**src/hdl/sle_pkg.sv**
```systemverilog
`default_nettype none

package sle_pkg;

    // Default list depth
    localparam int DEPTH_DEF = 16;

    // Width that holds any index, position or count for the widest list supported
    localparam int IDX_W  = 11;
    localparam int DATA_W = 32;
    localparam int OPC_W  = 2;
    localparam int POS_W  = 5;
    localparam int STAT_W = 3;
    localparam int FIDX_W = 4;
    localparam int CNT_W  = 5;

    // Operation codes
    typedef enum logic [OPC_W-1:0] {
        OP_INSERT = 2'd0,
        OP_DELETE = 2'd1,
        OP_GET    = 2'd2,
        OP_LOCATE = 2'd3
    } t_opcode;

    // Status codes
    localparam logic [STAT_W-1:0] STAT_OK       = 3'd0;
    localparam logic [STAT_W-1:0] STAT_FULL     = 3'd1;
    localparam logic [STAT_W-1:0] STAT_BADPOS   = 3'd2;
    localparam logic [STAT_W-1:0] STAT_EMPTY    = 3'd3;
    localparam logic [STAT_W-1:0] STAT_NOTFOUND = 3'd4;

    // Sequencer states
    typedef enum logic [1:0] {
        S_IDLE,
        S_START,
        S_SCAN,
        S_FINISH
    } t_state;

    // Command broadcast to every cell
    typedef struct packed {
        logic                     commit;
        t_opcode                  op;
        logic [IDX_W-1:0]         pos;
        logic [IDX_W-1:0]         count;
        logic signed [DATA_W-1:0] value;
    } t_cmd;

    // Probe record handed from cell to cell
    typedef struct packed {
        logic                     tok;
        logic                     hit;
        logic signed [DATA_W-1:0] data;
        logic [IDX_W-1:0]         idx;
    } t_probe;

endpackage

`default_nettype wire

```
**src/hdl/sle_in_if.sv**
```systemverilog
`default_nettype none

interface sle_in_if;
    logic                                 valid;
    logic                                 ready;
    logic [sle_pkg::OPC_W-1:0]            opcode;
    logic [sle_pkg::POS_W-1:0]            position;
    logic signed [sle_pkg::DATA_W-1:0]    value;

    modport source (output valid, output opcode, output position, output value, input ready);
    modport sink   (input valid, input opcode, input position, input value, output ready);
endinterface

`default_nettype wire

```
**src/hdl/sle_out_if.sv**
```systemverilog
`default_nettype none

interface sle_out_if;
    logic                                 valid;
    logic                                 ready;
    logic [sle_pkg::STAT_W-1:0]           status;
    logic signed [sle_pkg::DATA_W-1:0]    data_out;
    logic [sle_pkg::FIDX_W-1:0]           found_index;
    logic [sle_pkg::CNT_W-1:0]            count;

    modport source (output valid, output status, output data_out, output found_index,
                    output count, input ready);
    modport sink   (input valid, input status, input data_out, input found_index,
                    input count, output ready);
endinterface

`default_nettype wire

```
**src/hdl/sle_cell.sv**
```systemverilog
`default_nettype none

module sle_cell #(
    parameter int INDEX = 0
) (
    input  wire                                 i_clk,
    input  wire                                 i_rst_n,
    input  wire sle_pkg::t_cmd                  i_cmd,
    input  wire logic signed [sle_pkg::DATA_W-1:0] i_left,
    input  wire logic signed [sle_pkg::DATA_W-1:0] i_right,
    input  wire sle_pkg::t_probe                i_probe,
    output logic signed [sle_pkg::DATA_W-1:0]   o_entry,
    output sle_pkg::t_probe                     o_probe
);

    // Fixed 0-based index and 1-based position of this cell
    localparam logic [sle_pkg::IDX_W-1:0] C_IDX = sle_pkg::IDX_W'(INDEX);
    localparam logic [sle_pkg::IDX_W-1:0] C_POS = sle_pkg::IDX_W'(INDEX + 1);

    logic signed [sle_pkg::DATA_W-1:0] r_entry;
    logic signed [sle_pkg::DATA_W-1:0] n_entry;
    sle_pkg::t_probe                   r_probe;
    sle_pkg::t_probe                   n_probe;
    logic                              w_match;

    // Decide whether this cell answers the probe
    always_comb begin
        case (i_cmd.op)
            sle_pkg::OP_LOCATE: w_match = (C_IDX < i_cmd.count) && (r_entry == i_cmd.value);
            sle_pkg::OP_GET,
            sle_pkg::OP_DELETE: w_match = (C_POS == i_cmd.pos);
            default:            w_match = 1'b0;
        endcase
    end

    // Pass the probe on, claiming it on the first match
    always_comb begin
        n_probe = i_probe;
        if (i_probe.tok && !i_probe.hit && w_match) begin
            n_probe.hit  = 1'b1;
            n_probe.data = r_entry;
            n_probe.idx  = C_IDX;
        end
    end

    // Shift or load the entry on commit
    always_comb begin
        n_entry = r_entry;
        if (i_cmd.commit) begin
            case (i_cmd.op)
                sle_pkg::OP_INSERT: begin
                    if (C_POS == i_cmd.pos) begin
                        n_entry = i_cmd.value;
                    end else if (C_POS > i_cmd.pos) begin
                        n_entry = i_left;
                    end
                end
                sle_pkg::OP_DELETE: begin
                    if (C_POS >= i_cmd.pos) begin
                        n_entry = i_right;
                    end
                end
                default: n_entry = r_entry;
            endcase
        end
    end

    always_ff @(posedge i_clk) begin
        if (!i_rst_n) begin
            r_entry     <= '0;
            r_probe.tok <= 1'b0;
        end else begin
            r_entry <= n_entry;
            r_probe <= n_probe;
        end
    end

    assign o_entry = r_entry;
    assign o_probe = r_probe;

endmodule

`default_nettype wire

```
**src/hdl/sequential_list_engine.sv**
```systemverilog
`default_nettype none

// Packed ordered list of up to DEPTH signed 32-bit words with insert, delete, get and locate
// operations, one result per request. The list lives in a row of DEPTH cells; each request
// sends a probe down the row, one cell per clock, and the shifts of insert and delete are
// applied to all cells at once when the probe has left the last cell. Requests are taken
// only in the idle state, so the engine holds one at a time and takes the next only once the
// last result is loaded into the output register; while an older result stalls, the next waits
// in the finish state. The store and the count clear to zero at reset with no sweep.
module sequential_list_engine #(
    parameter int DEPTH = sle_pkg::DEPTH_DEF
) (
    input  wire         i_clk,
    input  wire         i_rst_n,
    sle_in_if.sink      i_req,
    sle_out_if.source   o_rsp
);

    localparam int CW = $clog2(DEPTH + 1);
    localparam logic [sle_pkg::IDX_W-1:0] C_DEPTH = sle_pkg::IDX_W'(DEPTH);

    sle_pkg::t_state                    r_state;
    sle_pkg::t_state                    n_state;
    sle_pkg::t_opcode                   r_op;
    logic [sle_pkg::POS_W-1:0]          r_pos;
    logic signed [sle_pkg::DATA_W-1:0]  r_value;
    logic [CW-1:0]                      r_count;
    sle_pkg::t_probe                    r_res;

    logic                               r_out_valid;
    logic [sle_pkg::STAT_W-1:0]         r_out_status;
    logic signed [sle_pkg::DATA_W-1:0]  r_out_data;
    logic [sle_pkg::FIDX_W-1:0]         r_out_idx;
    logic [sle_pkg::CNT_W-1:0]          r_out_count;

    logic                               w_accept;
    logic                               w_out_free;
    logic                               w_finish;
    logic [sle_pkg::IDX_W-1:0]          w_cnt;
    logic [sle_pkg::IDX_W-1:0]          w_pos;
    logic [sle_pkg::IDX_W-1:0]          w_cnt_new;
    logic [sle_pkg::STAT_W-1:0]         w_status;
    logic                               w_change;
    sle_pkg::t_cmd                      w_cmd;

    sle_pkg::t_probe                    w_probe [DEPTH:0];
    logic signed [sle_pkg::DATA_W-1:0]  w_entry [DEPTH-1:0];

    assign w_accept   = i_req.valid && i_req.ready;
    assign w_out_free = !r_out_valid || o_rsp.ready;
    assign w_cnt      = sle_pkg::IDX_W'(r_count);
    assign w_pos      = sle_pkg::IDX_W'(r_pos);

    // Check the request against the count and the probe result
    always_comb begin
        case (r_op)
            sle_pkg::OP_INSERT: begin
                if (w_cnt == C_DEPTH) begin
                    w_status = sle_pkg::STAT_FULL;
                end else if (w_pos == '0 || w_pos > w_cnt + 1'b1) begin
                    w_status = sle_pkg::STAT_BADPOS;
                end else begin
                    w_status = sle_pkg::STAT_OK;
                end
            end
            sle_pkg::OP_DELETE,
            sle_pkg::OP_GET: begin
                if (w_cnt == '0) begin
                    w_status = sle_pkg::STAT_EMPTY;
                end else if (w_pos == '0 || w_pos > w_cnt) begin
                    w_status = sle_pkg::STAT_BADPOS;
                end else begin
                    w_status = sle_pkg::STAT_OK;
                end
            end
            default: w_status = r_res.hit ? sle_pkg::STAT_OK : sle_pkg::STAT_NOTFOUND;
        endcase
    end

    assign w_change = (w_status == sle_pkg::STAT_OK) &&
                      (r_op == sle_pkg::OP_INSERT || r_op == sle_pkg::OP_DELETE);

    // Work out the count after the operation
    always_comb begin
        w_cnt_new = w_cnt;
        if (w_change) begin
            if (r_op == sle_pkg::OP_INSERT) begin
                w_cnt_new = w_cnt + 1'b1;
            end else begin
                w_cnt_new = w_cnt - 1'b1;
            end
        end
    end

    // Sequence the request through start, scan and finish
    always_comb begin
        n_state  = r_state;
        w_finish = 1'b0;
        case (r_state)
            sle_pkg::S_IDLE:   if (w_accept) n_state = sle_pkg::S_START;
            sle_pkg::S_START:  n_state = sle_pkg::S_SCAN;
            sle_pkg::S_SCAN:   if (w_probe[DEPTH].tok) n_state = sle_pkg::S_FINISH;
            sle_pkg::S_FINISH: begin
                if (w_out_free) begin
                    w_finish = 1'b1;
                    n_state  = sle_pkg::S_IDLE;
                end
            end
            default: n_state = sle_pkg::S_IDLE;
        endcase
    end

    always_ff @(posedge i_clk) begin
        if (!i_rst_n) begin
            r_state <= sle_pkg::S_IDLE;
        end else begin
            r_state <= n_state;
        end
    end

    // Broadcast the command to the cells
    assign w_cmd.commit = w_finish && w_change;
    assign w_cmd.op     = r_op;
    assign w_cmd.pos    = w_pos;
    assign w_cmd.count  = w_cnt;
    assign w_cmd.value  = r_value;

    // Inject the probe in the start state, in the cycle after acceptance
    assign w_probe[0].tok  = (r_state == sle_pkg::S_START);
    assign w_probe[0].hit  = 1'b0;
    assign w_probe[0].data = '0;
    assign w_probe[0].idx  = '0;

    // Row of cells
    for (genvar g = 0; g < DEPTH; g++) begin : g_cell
        logic signed [sle_pkg::DATA_W-1:0] w_left;
        logic signed [sle_pkg::DATA_W-1:0] w_right;

        if (g == 0) begin : g_first
            assign w_left = '0;
        end else begin : g_mid_l
            assign w_left = w_entry[g-1];
        end

        if (g == DEPTH - 1) begin : g_last
            assign w_right = '0;
        end else begin : g_mid_r
            assign w_right = w_entry[g+1];
        end

        sle_cell #(
            .INDEX (g)
        ) u_cell (
            .i_clk   (i_clk),
            .i_rst_n (i_rst_n),
            .i_cmd   (w_cmd),
            .i_left  (w_left),
            .i_right (w_right),
            .i_probe (w_probe[g]),
            .o_entry (w_entry[g]),
            .o_probe (w_probe[g+1])
        );
    end

    // Hold the request payload
    always_ff @(posedge i_clk) begin
        if (w_accept) begin
            r_op    <= sle_pkg::t_opcode'(i_req.opcode);
            r_pos   <= i_req.position;
            r_value <= i_req.value;
        end
    end

    // Capture the probe as it leaves the last cell
    always_ff @(posedge i_clk) begin
        if (r_state == sle_pkg::S_SCAN && w_probe[DEPTH].tok) begin
            r_res <= w_probe[DEPTH];
        end
    end

    // Update the entry count
    always_ff @(posedge i_clk) begin
        if (!i_rst_n) begin
            r_count <= '0;
        end else if (w_finish) begin
            r_count <= CW'(w_cnt_new);
        end
    end

    // Output register: load on finish, drop on transaction
    always_ff @(posedge i_clk) begin
        if (!i_rst_n) begin
            r_out_valid <= 1'b0;
        end else if (w_finish) begin
            r_out_valid <= 1'b1;
        end else if (o_rsp.ready) begin
            r_out_valid <= 1'b0;
        end
    end

    always_ff @(posedge i_clk) begin
        if (w_finish) begin
            r_out_status <= w_status;
            r_out_count  <= w_cnt_new[sle_pkg::CNT_W-1:0];
            if (w_status == sle_pkg::STAT_OK &&
                (r_op == sle_pkg::OP_GET || r_op == sle_pkg::OP_DELETE)) begin
                r_out_data <= r_res.data;
            end else begin
                r_out_data <= '0;
            end
            if (w_status == sle_pkg::STAT_OK && r_op == sle_pkg::OP_LOCATE) begin
                r_out_idx <= r_res.idx[sle_pkg::FIDX_W-1:0];
            end else begin
                r_out_idx <= '0;
            end
        end
    end

    assign i_req.ready       = (r_state == sle_pkg::S_IDLE);
    assign o_rsp.valid       = r_out_valid;
    assign o_rsp.status      = r_out_status;
    assign o_rsp.data_out    = r_out_data;
    assign o_rsp.found_index = r_out_idx;
    assign o_rsp.count       = r_out_count;

endmodule

`default_nettype wire

```
**src/flat_wrapper.sv**
```systemverilog
// flat-port wrapper written by rule: the top's interface ports become plain ports
module sequential_list_engine_flat 
#(
    parameter int DEPTH = sle_pkg::DEPTH_DEF
)
  (i_clk, i_rst_n, i_req_valid, i_req_opcode, i_req_position, i_req_value, i_req_ready, o_rsp_valid, o_rsp_status, o_rsp_data_out, o_rsp_found_index, o_rsp_count, o_rsp_ready);
  sle_in_if i_req_i ();
  sle_out_if o_rsp_i ();
  input  wire i_clk;
  input  wire i_rst_n;
  input wire logic [$bits(i_req_i.valid)-1:0] i_req_valid;
  input wire logic [$bits(i_req_i.opcode)-1:0] i_req_opcode;
  input wire logic [$bits(i_req_i.position)-1:0] i_req_position;
  input wire logic [$bits(i_req_i.value)-1:0] i_req_value;
  output wire logic [$bits(i_req_i.ready)-1:0] i_req_ready;
  output wire logic [$bits(o_rsp_i.valid)-1:0] o_rsp_valid;
  output wire logic [$bits(o_rsp_i.status)-1:0] o_rsp_status;
  output wire logic [$bits(o_rsp_i.data_out)-1:0] o_rsp_data_out;
  output wire logic [$bits(o_rsp_i.found_index)-1:0] o_rsp_found_index;
  output wire logic [$bits(o_rsp_i.count)-1:0] o_rsp_count;
  input wire logic [$bits(o_rsp_i.ready)-1:0] o_rsp_ready;
  assign i_req_i.valid = i_req_valid;
  assign i_req_i.opcode = i_req_opcode;
  assign i_req_i.position = i_req_position;
  assign i_req_i.value = i_req_value;
  assign i_req_ready = i_req_i.ready;
  assign o_rsp_valid = o_rsp_i.valid;
  assign o_rsp_status = o_rsp_i.status;
  assign o_rsp_data_out = o_rsp_i.data_out;
  assign o_rsp_found_index = o_rsp_i.found_index;
  assign o_rsp_count = o_rsp_i.count;
  assign o_rsp_i.ready = o_rsp_ready;
  sequential_list_engine #(.DEPTH(DEPTH)) u_core (.i_clk(i_clk), .i_rst_n(i_rst_n), .i_req(i_req_i), .o_rsp(o_rsp_i));
endmodule
```
**config.mk**
```make
export PLATFORM = sky130hd
export DESIGN_NAME = sequential_list_engine_flat
export DESIGN_NICKNAME = d
export VERILOG_FILES = /design/src/hdl/sle_pkg.sv /design/src/hdl/sle_in_if.sv /design/src/hdl/sle_out_if.sv /design/src/hdl/sle_cell.sv /design/src/hdl/sequential_list_engine.sv /design/src/flat_wrapper.sv
export SDC_FILE = /design/constraint.sdc
export NUM_CORES = 2
export LEC_CHECK = 0
export BUFFER_PORTS_ARGS = -buffer_cell sky130_fd_sc_hd__buf_2
export CORE_MARGIN = 1
export CORE_UTILIZATION = 48
export CTS_BUF_LIST = sky130_fd_sc_hd__clkbuf_2
export DETAILED_ROUTE_END_ITERATION = 10
export PLACE_DENSITY = 0.73
export SYNTH_ARGS = -nofsm -noshare
export SYNTH_HDL_FRONTEND = slang
export SYNTH_SLANG_ARGS = --single-unit
```
**constraint.sdc**
```tcl
create_clock -name i_clk -period 11.5 [get_ports i_clk]
set_input_delay 1.15 -clock i_clk [delete_from_list [all_inputs] [get_ports i_clk]]
set_output_delay 1.15 -clock i_clk [all_outputs]
set_load 0.02 [all_outputs]
```
After elaboration in Yosys (flattened, before gate mapping) --
Cells that the tools add are included.
Storage, ports and cells: bits in registers 1353, input bits 43, output and inout port bits 46, word-level logic and storage cells 430
Operators by class: $add $sub $neg 2, order comparisons 50, equality and inequality tests 74, mux-type cells 112, reduce and logical (&&, ||, !) cells 99
Operators by type and width (count):
- 32-bit 2-to-1 mux | 48
- 32-bit one-hot mux with 2 select lines | 16
- 43-bit 2-to-1 mux | 15
- 32-bit == test | 16
- 4-bit AND reduction | 16
- 1-bit logical AND | 53
- 3-bit inequality test (second input constant) | 16
- 44-bit 2-to-1 mux | 1
- 4-bit by 5-bit == test with 1-bit output (first input constant) | 8
- 4-bit by 5-bit >= comparator with 1-bit output (first input constant) | 8
- 4-bit by 5-bit greater-than comparator with 1-bit output (first input constant) | 8
- 4-bit by 5-bit < comparator with 1-bit output (first input constant) | 8
- 2-bit inequality test (second input constant) | 18
- 1-bit one-hot mux with 2 select lines | 16
- 11-bit zero test | 2
- 3-bit by 5-bit == test with 1-bit output (first input constant) | 4
- 3-bit by 5-bit >= comparator with 1-bit output (first input constant) | 4
- 3-bit by 5-bit greater-than comparator with 1-bit output (first input constant) | 4
- 3-bit by 5-bit < comparator with 1-bit output (first input constant) | 4
- 1-bit zero test | 16
- 2-bit by 5-bit == test with 1-bit output (first input constant) | 2
- 2-bit by 5-bit >= comparator with 1-bit output (first input constant) | 2
- 2-bit by 5-bit greater-than comparator with 1-bit output (first input constant) | 2
- 1-bit by 5-bit < comparator with 1-bit output (first input constant) | 2
- 27 further kinds | 48

Logic depth before layout (Yosys ltp) --
word-level depth 10, depth in mapped cells 14, gate-level depth less buffers 10

Modules after synthesis --
Synthesis repeated with hierarchy kept, for this count alone.
Second synthesis, totals: cell total of the unflattened synthesis 8577, area, all modules 82932.0 um^2
Modules (own cells, without submodules):
- sle_cell (u_core.g_cell[15].u_cell) | times used 1, cells an instance 530, area each 5211.2 um^2, seq. area each 1981.9 um^2
- sle_cell (u_core.g_cell[1].u_cell) | times used 1, cells an instance 538, area each 5185.0 um^2, seq. area each 1981.9 um^2
- sle_cell (u_core.g_cell[2].u_cell) | times used 1, cells an instance 536, area each 5127.4 um^2, seq. area each 1981.9 um^2
- sequential_list_engine | times used 1, cells an instance 302, area each 5018.6 um^2, seq. area each 3763.6 um^2
- sle_cell (u_core.g_cell[3].u_cell) | times used 1, cells an instance 536, area each 4997.3 um^2, seq. area each 1981.9 um^2
- sle_cell (u_core.g_cell[6].u_cell) | times used 1, cells an instance 532, area each 4972.3 um^2, seq. area each 1981.9 um^2
- sle_cell (u_core.g_cell[4].u_cell) | times used 1, cells an instance 534, area each 4954.8 um^2, seq. area each 1981.9 um^2
- sle_cell (u_core.g_cell[12].u_cell) | times used 1, cells an instance 562, area each 4951.0 um^2, seq. area each 1981.9 um^2
- sle_cell (u_core.g_cell[5].u_cell) | times used 1, cells an instance 530, area each 4936.0 um^2, seq. area each 1981.9 um^2
- sle_cell (u_core.g_cell[10].u_cell) | times used 1, cells an instance 563, area each 4927.2 um^2, seq. area each 1981.9 um^2
- sle_cell (u_core.g_cell[14].u_cell) | times used 1, cells an instance 528, area each 4923.5 um^2, seq. area each 1981.9 um^2
- sle_cell (u_core.g_cell[8].u_cell) | times used 1, cells an instance 562, area each 4923.5 um^2, seq. area each 1981.9 um^2
- sle_cell (u_core.g_cell[9].u_cell) | times used 1, cells an instance 533, area each 4916.0 um^2, seq. area each 1981.9 um^2
- sle_cell (u_core.g_cell[11].u_cell) | times used 1, cells an instance 533, area each 4908.5 um^2, seq. area each 1981.9 um^2
- 3 more rows

Worst setup path before layout --
Ideal clock, no wire load.
path type input port to flip-flop, from in o_rsp_ready, to reg u_core.g_cell[11].u_cell.r_entry, in the netlist u_core.g_cell[11].u_cell.o_entry[10], setup time 0.121 ns, arrival 4.782 ns, required time 11.379 ns, path slack 6.597 ns, stages on the path 7, buffers on the path 2, cells stage by stage nor2b_1 > nor2b_1 > nand2_1 > or4_1 > buf_2 > buf_4 > mux2i_1
On the way: cells in the longest elaborated chain, start to end 5
Ends and longest elaborated chain:
- from (decl) | RTL line flat_wrapper.sv:21 | input wire logic [$bits(o_rsp_i.ready)-1:0] o_rsp_ready;
- 1-bit logical OR | RTL line sequential_list_engine.sv:50 | assign w_out_free = !r_out_valid || o_rsp.ready;
- 1-bit 2-to-1 mux | RTL line sequential_list_engine.sv:104 | if (w_out_free) begin
- 1-bit 2-to-1 mux | RTL line sequential_list_engine.sv:99 | case (r_state)
- via u_core.w_finish | RTL line sequential_list_engine.sv:38 | logic w_finish;
- 1-bit logical AND | RTL line sequential_list_engine.sv:122 | assign w_cmd.commit = w_finish && w_change;
- 4-bit AND reduction (no line)
- to (signal assigned) | RTL line sle_cell.sv:73 | r_entry <= n_entry;
- to (decl) | RTL line sle_cell.sv:20 | logic signed [sle_pkg::DATA_W-1:0] r_entry;
The timed path passes the listed nets, and every way through them passes these cells. A chain may end at the register's enable or synchronous reset.

Worst setup path after layout --
from reg u_core.r_count[2], to reg u_core.g_cell[11].u_cell.r_entry, in the netlist u_core.g_cell[11].u_cell.o_entry[8]
On the way: cells in the longest elaborated chain, start to end 10, elaborated cells between the ends (all ways) 16, classes of those cells add/sub (1); order compare (2); eq/ne (1); mux (5); reduce/logical (7)
Ends and longest elaborated chain:
- from (decl) | RTL line sequential_list_engine.sv:27 | logic [CW-1:0] r_count;
- from (signal assigned) | RTL line sequential_list_engine.sv:186 | r_count <= CW'(w_cnt_new);
- 5-bit by 1-bit adder with 6-bit output | RTL line sequential_list_engine.sv:60 | end else if (w_pos == '0 || w_pos > w_cnt + 1'b1) begin
- 5-bit by 6-bit greater-than comparator with 1-bit output | RTL line sequential_list_engine.sv:60
- 1-bit logical OR | RTL line sequential_list_engine.sv:60
- 2-bit 2-to-1 mux | RTL line sequential_list_engine.sv:60
- 3-bit 2-to-1 mux | RTL line sequential_list_engine.sv:58 | if (w_cnt == C_DEPTH) begin
- 3-bit one-hot mux with 2 select lines * | RTL line sequential_list_engine.sv:56 | case (r_op)
- 3-bit zero test * | RTL line sequential_list_engine.sv:80 | assign w_change = (w_status == sle_pkg::STAT_OK) &&
- 1-bit logical AND * | RTL line sequential_list_engine.sv:80
- 1-bit logical AND * | RTL line sequential_list_engine.sv:122
- 4-bit AND reduction (no line) *
Every way passes the cells marked *; elsewhere a longest branch is shown, timed or not.

==> results.toml <==
[run_status]
status = "finished, final reports clean"

[logic_synthesis]
synth_top_area_cell = "edfxtp_1"
netlist-cell-type-count = 74
yosysSeqAreaShare_pct = 47.65
syn_area_per_cell_um2 = 10.57
syn_inst = 6288
synth_flop_cell = "edfxtp_1"
synthTopCellsByCount = "1,390 x nand2_1, 914 x mux2i_1, 697 x edfxtp_1"
yosysWarnings = 0
async_reset_ff_share_pct = 0
synth_top_area_share_pct = 31.50
synth_edf_count = 697
synth-seq-cells = 1233
synth.net_count = 6351
synth_area_leaders = "edfxtp_1 32%, dfxtp_1 16%, mux2i_1 14%"
yosysMostFrequentCell = "nand2_1"
synth_area_um2 = 66440

[sta]
whs_ns = 0.2142
timing.setup.tns_ns = 0
tightestPinTransition_ns = 1.268
timing.fmax_mhz = 212.2
fin_crit_ns = 4.712
finClkSkew_ns = 0.1690
period_share_pct = 40.97
finalMaxSlewViolations = 0
hold_viol = 0
slew_headroom_pct = 15.16
setup_viol = 0
grt_setup_unrepaired = "false"

[setup_path]
crit_path_start = "u_core.r_count[2]"
rr_startpoint = "u_core.r_count[2]"
cp.required_ns = 13.07
worstPathArrival_ns = 6.28
critPathCaptureType = "flip-flop"
r2r_cells = 11
cp-start-kind = "flip-flop"
crit_end = "u_core.g_cell[11].u_cell.o_entry[8]"
worstReg2RegEnd = "u_core.g_cell[11].u_cell.o_entry[8]"
r2r_slack_ns = 6.79
crit_fanout = 73
crit_type = "flip-flop to flip-flop"

[drt]
via_count = 47224
drt_first_pass_iters = 6
drc_errors = 0
drtAntennaViolNets = 0
vias_per_cell = 5.638
wirelength_um = 184100
wl_per_cell_um = 21.98
drtIter0Drc = 4835

[cts]
postCtsSetupBuffers = 0
clk_pin_slew_ns = 0.13
clk-insertion-delay-late_ns = 1.72
clockBufferDepth = 4
cts_tree = "built"
clock-sinks = 1233
clockRootBuffer = "clkbuf_2"
cts-htree-levels = 5
cts_buffers = 333

[grt]
grt-ovfl-total = 0
grt_pass1_vias = 45721
grt.total_usage_pct = 25.58
grt_max_degree = 258
antenna_found_initial = 3
grt_pass1_wl_um = 279400

[placement]
hpwl_um = 121800
io_buffers = 88
gp_congestion = 0.9140

[die]
core_area_um2 = 137300
dieArea_um2 = 139900
dieWidth_um = 374.1
ios = 89
start_util_pct = 48.38
rows = 136
dieHeight_um = 374.1

[power_and_ir_drop]
ir_drop_mv = 0.1239
comb_power_share_pct = 19.9
pwr-share-clk_pct = 31.2
p_leak_nw = 28.37
power.internal_mw = 6.664
p_switching_mw = 3.401
total_power_mw = 10.06
swShare_pct = 33.79
p_per_area_nw_per_um2 = 142.0
p_seq_share_pct = 49.0

[cells_and_area]
layout.nets = 6387
syn_to_final_growth_pct = 6.638
drive_above_1_share_pct = 19.91
final_util_pct = 51.60

[min_path]
hp-class = "input port to flip-flop"

[run]
cap_viol_max_count = 0
[metal layers]
layer | up-vias | routed length (um) | part of all wire, % | GRT usage, %
li1 | 22367 | - | - | -
met1 | 22603 | 78590 | 43 | 33.59
met2 | 1867 | 84820 | 46 | 40.05
met3 | 387 | 10640 | 5.8 | 3.618
met4 | 0 | 10030 | 5.4 | 15.43
met5 | - | 0 | 0 | 0
[state kept, by name, summed over array words and instances, names as in the netlist]
name	cells
u_core.g_cell.u_cell.o_entry	512
u_core.g_cell.u_cell.o_probe	593
u_core.o_rsp.count	5
u_core.o_rsp.data_out	32
u_core.o_rsp.found_index	4
u_core.o_rsp.status	3
u_core.o_rsp.valid	1
u_core.r_count	5
u_core.r_op	2
u_core.r_pos	5
u_core.r_res	37
u_core.r_state	2
u_core.r_value	32
[per-stage QoR]
step                      instance area [um2]  worst slack (ns)  instances
after floorplan                         66440             6.597       6288
after global placement                  67240             7.069       7720
after detailed placement                67240             6.964       7720
after CTS                               70840             6.894       8369
after global routing                    70850             6.613       8375
final                                   70850             6.788       8376
[kinds of logic after synthesis]
| family | after synthesis | share of synthesized area (%) |
|---|---|---|
| xor+xnor | 519 | 6.841 |
| fa+ha+maj | 20 | 0.3766 |
| compound gates | 693 | 6.469 |
| simple gates | 1850 | 12.08 |
| buf+inv | 578 | 4.550 |
| mux | 1395 | 22.03 |
| flops | 1233 | 47.65 |
[cell usage in the layout, fill, tap and decap left out, types with 20 or more instances in the layout]
cell	synthesis	layout
dfxtp_1	536	536
clkinv_1	0	34
nor3_1	43	41
o311ai_0	34	34
o21ai_0	457	456
mux2_4	20	20
or2_2	36	37
xnor2_1	210	210
buf_4	68	100
and2_1	89	87
edfxtp_1	697	697
o31ai_1	32	32
nand2_1	1390	1386
dlygate4sd3_1	0	63
clkbuf_2	0	545
mux2_1	48	48
buf_2	136	87
a31o_2	32	32
o311a_1	33	33
nand3_1	24	23
nor4_1	82	81
nor2_1	38	33
a21oi_1	30	29
xor2_1	309	309
mux2_2	413	413
mux2i_1	914	914
a22o_1	32	32
nand4_1	68	68
inv_1	23	23
[cell type report]
class	instances	area, um2
Fill cell	12221	66470
Multi-Input combinational cell	4477	31940
Sequential cell	1233	31660
Clock buffer	545	2728
Tap cell	1794	2245
Timing Repair Buffer	256	1937
Clock inverter	41	235.2
Inverter	23	86.33
Antenna cell	7	17.52
[power by group through the flow]
stage | logic (mW) | clock network (mW) | registers [mW]
after floorplan | 1.33 | 0 | 5.00
after global placement | 1.92 | 0 | 5.02
after detailed placement | 1.94 | 0 | 5.03
after CTS | 1.96 | 3.21 | 4.93
after global routing | 2.09 | 3.43 | 4.94
final | 2.00 | 3.14 | 4.93
[worst min path at each step]
| stage | startpoint | end | slack [ns] | depth (start not counted) |
|---|---|---|---|---|
| 2_1_floorplan | u_core.g_cell[15].u_cell.o_probe[0] | u_core.r_res[0] | 0.40 | 0 |
| 3_3_place_gp | u_core.g_cell[15].u_cell.o_probe[26] | u_core.r_res[26] | 0.40 | 0 |
| 3_5_place_dp | u_core.g_cell[15].u_cell.o_probe[23] | u_core.r_res[23] | 0.40 | 0 |
| 4_1_cts | i_req_value[12] | u_core.r_value[12] | 0.001 | 2 |
| 5_1_grt | i_req_value[1] | u_core.r_value[1] | 0.13 | 2 |
| 6_report | i_req_opcode[1] | u_core.r_op[1] | 0.21 | 2 |
[critical path, stage by stage, from the launching register on]
cell,delay [ns]
dfxtp_1,0.72
inv_1,0.26
nor2_1,0.30
xnor2_1,0.15
ha_1,0.26
and3_1,0.19
o21a_1,0.12
o31ai_2,0.39
a21oi_4,0.14
buf_4,0.41
or4_2,1.27
mux2i_1,0.34
[repair_timing]
| item | in CTS | in global routing |
|---|---|---|
| endpoints found under the setup margin | 0 | 0 |
| endpoints found under the hold margin | 142 | 0 |
| hold buffers | 63 | 0 |
| resized for setup | 0 | 0 |
(Power assumes the default switching activity.)
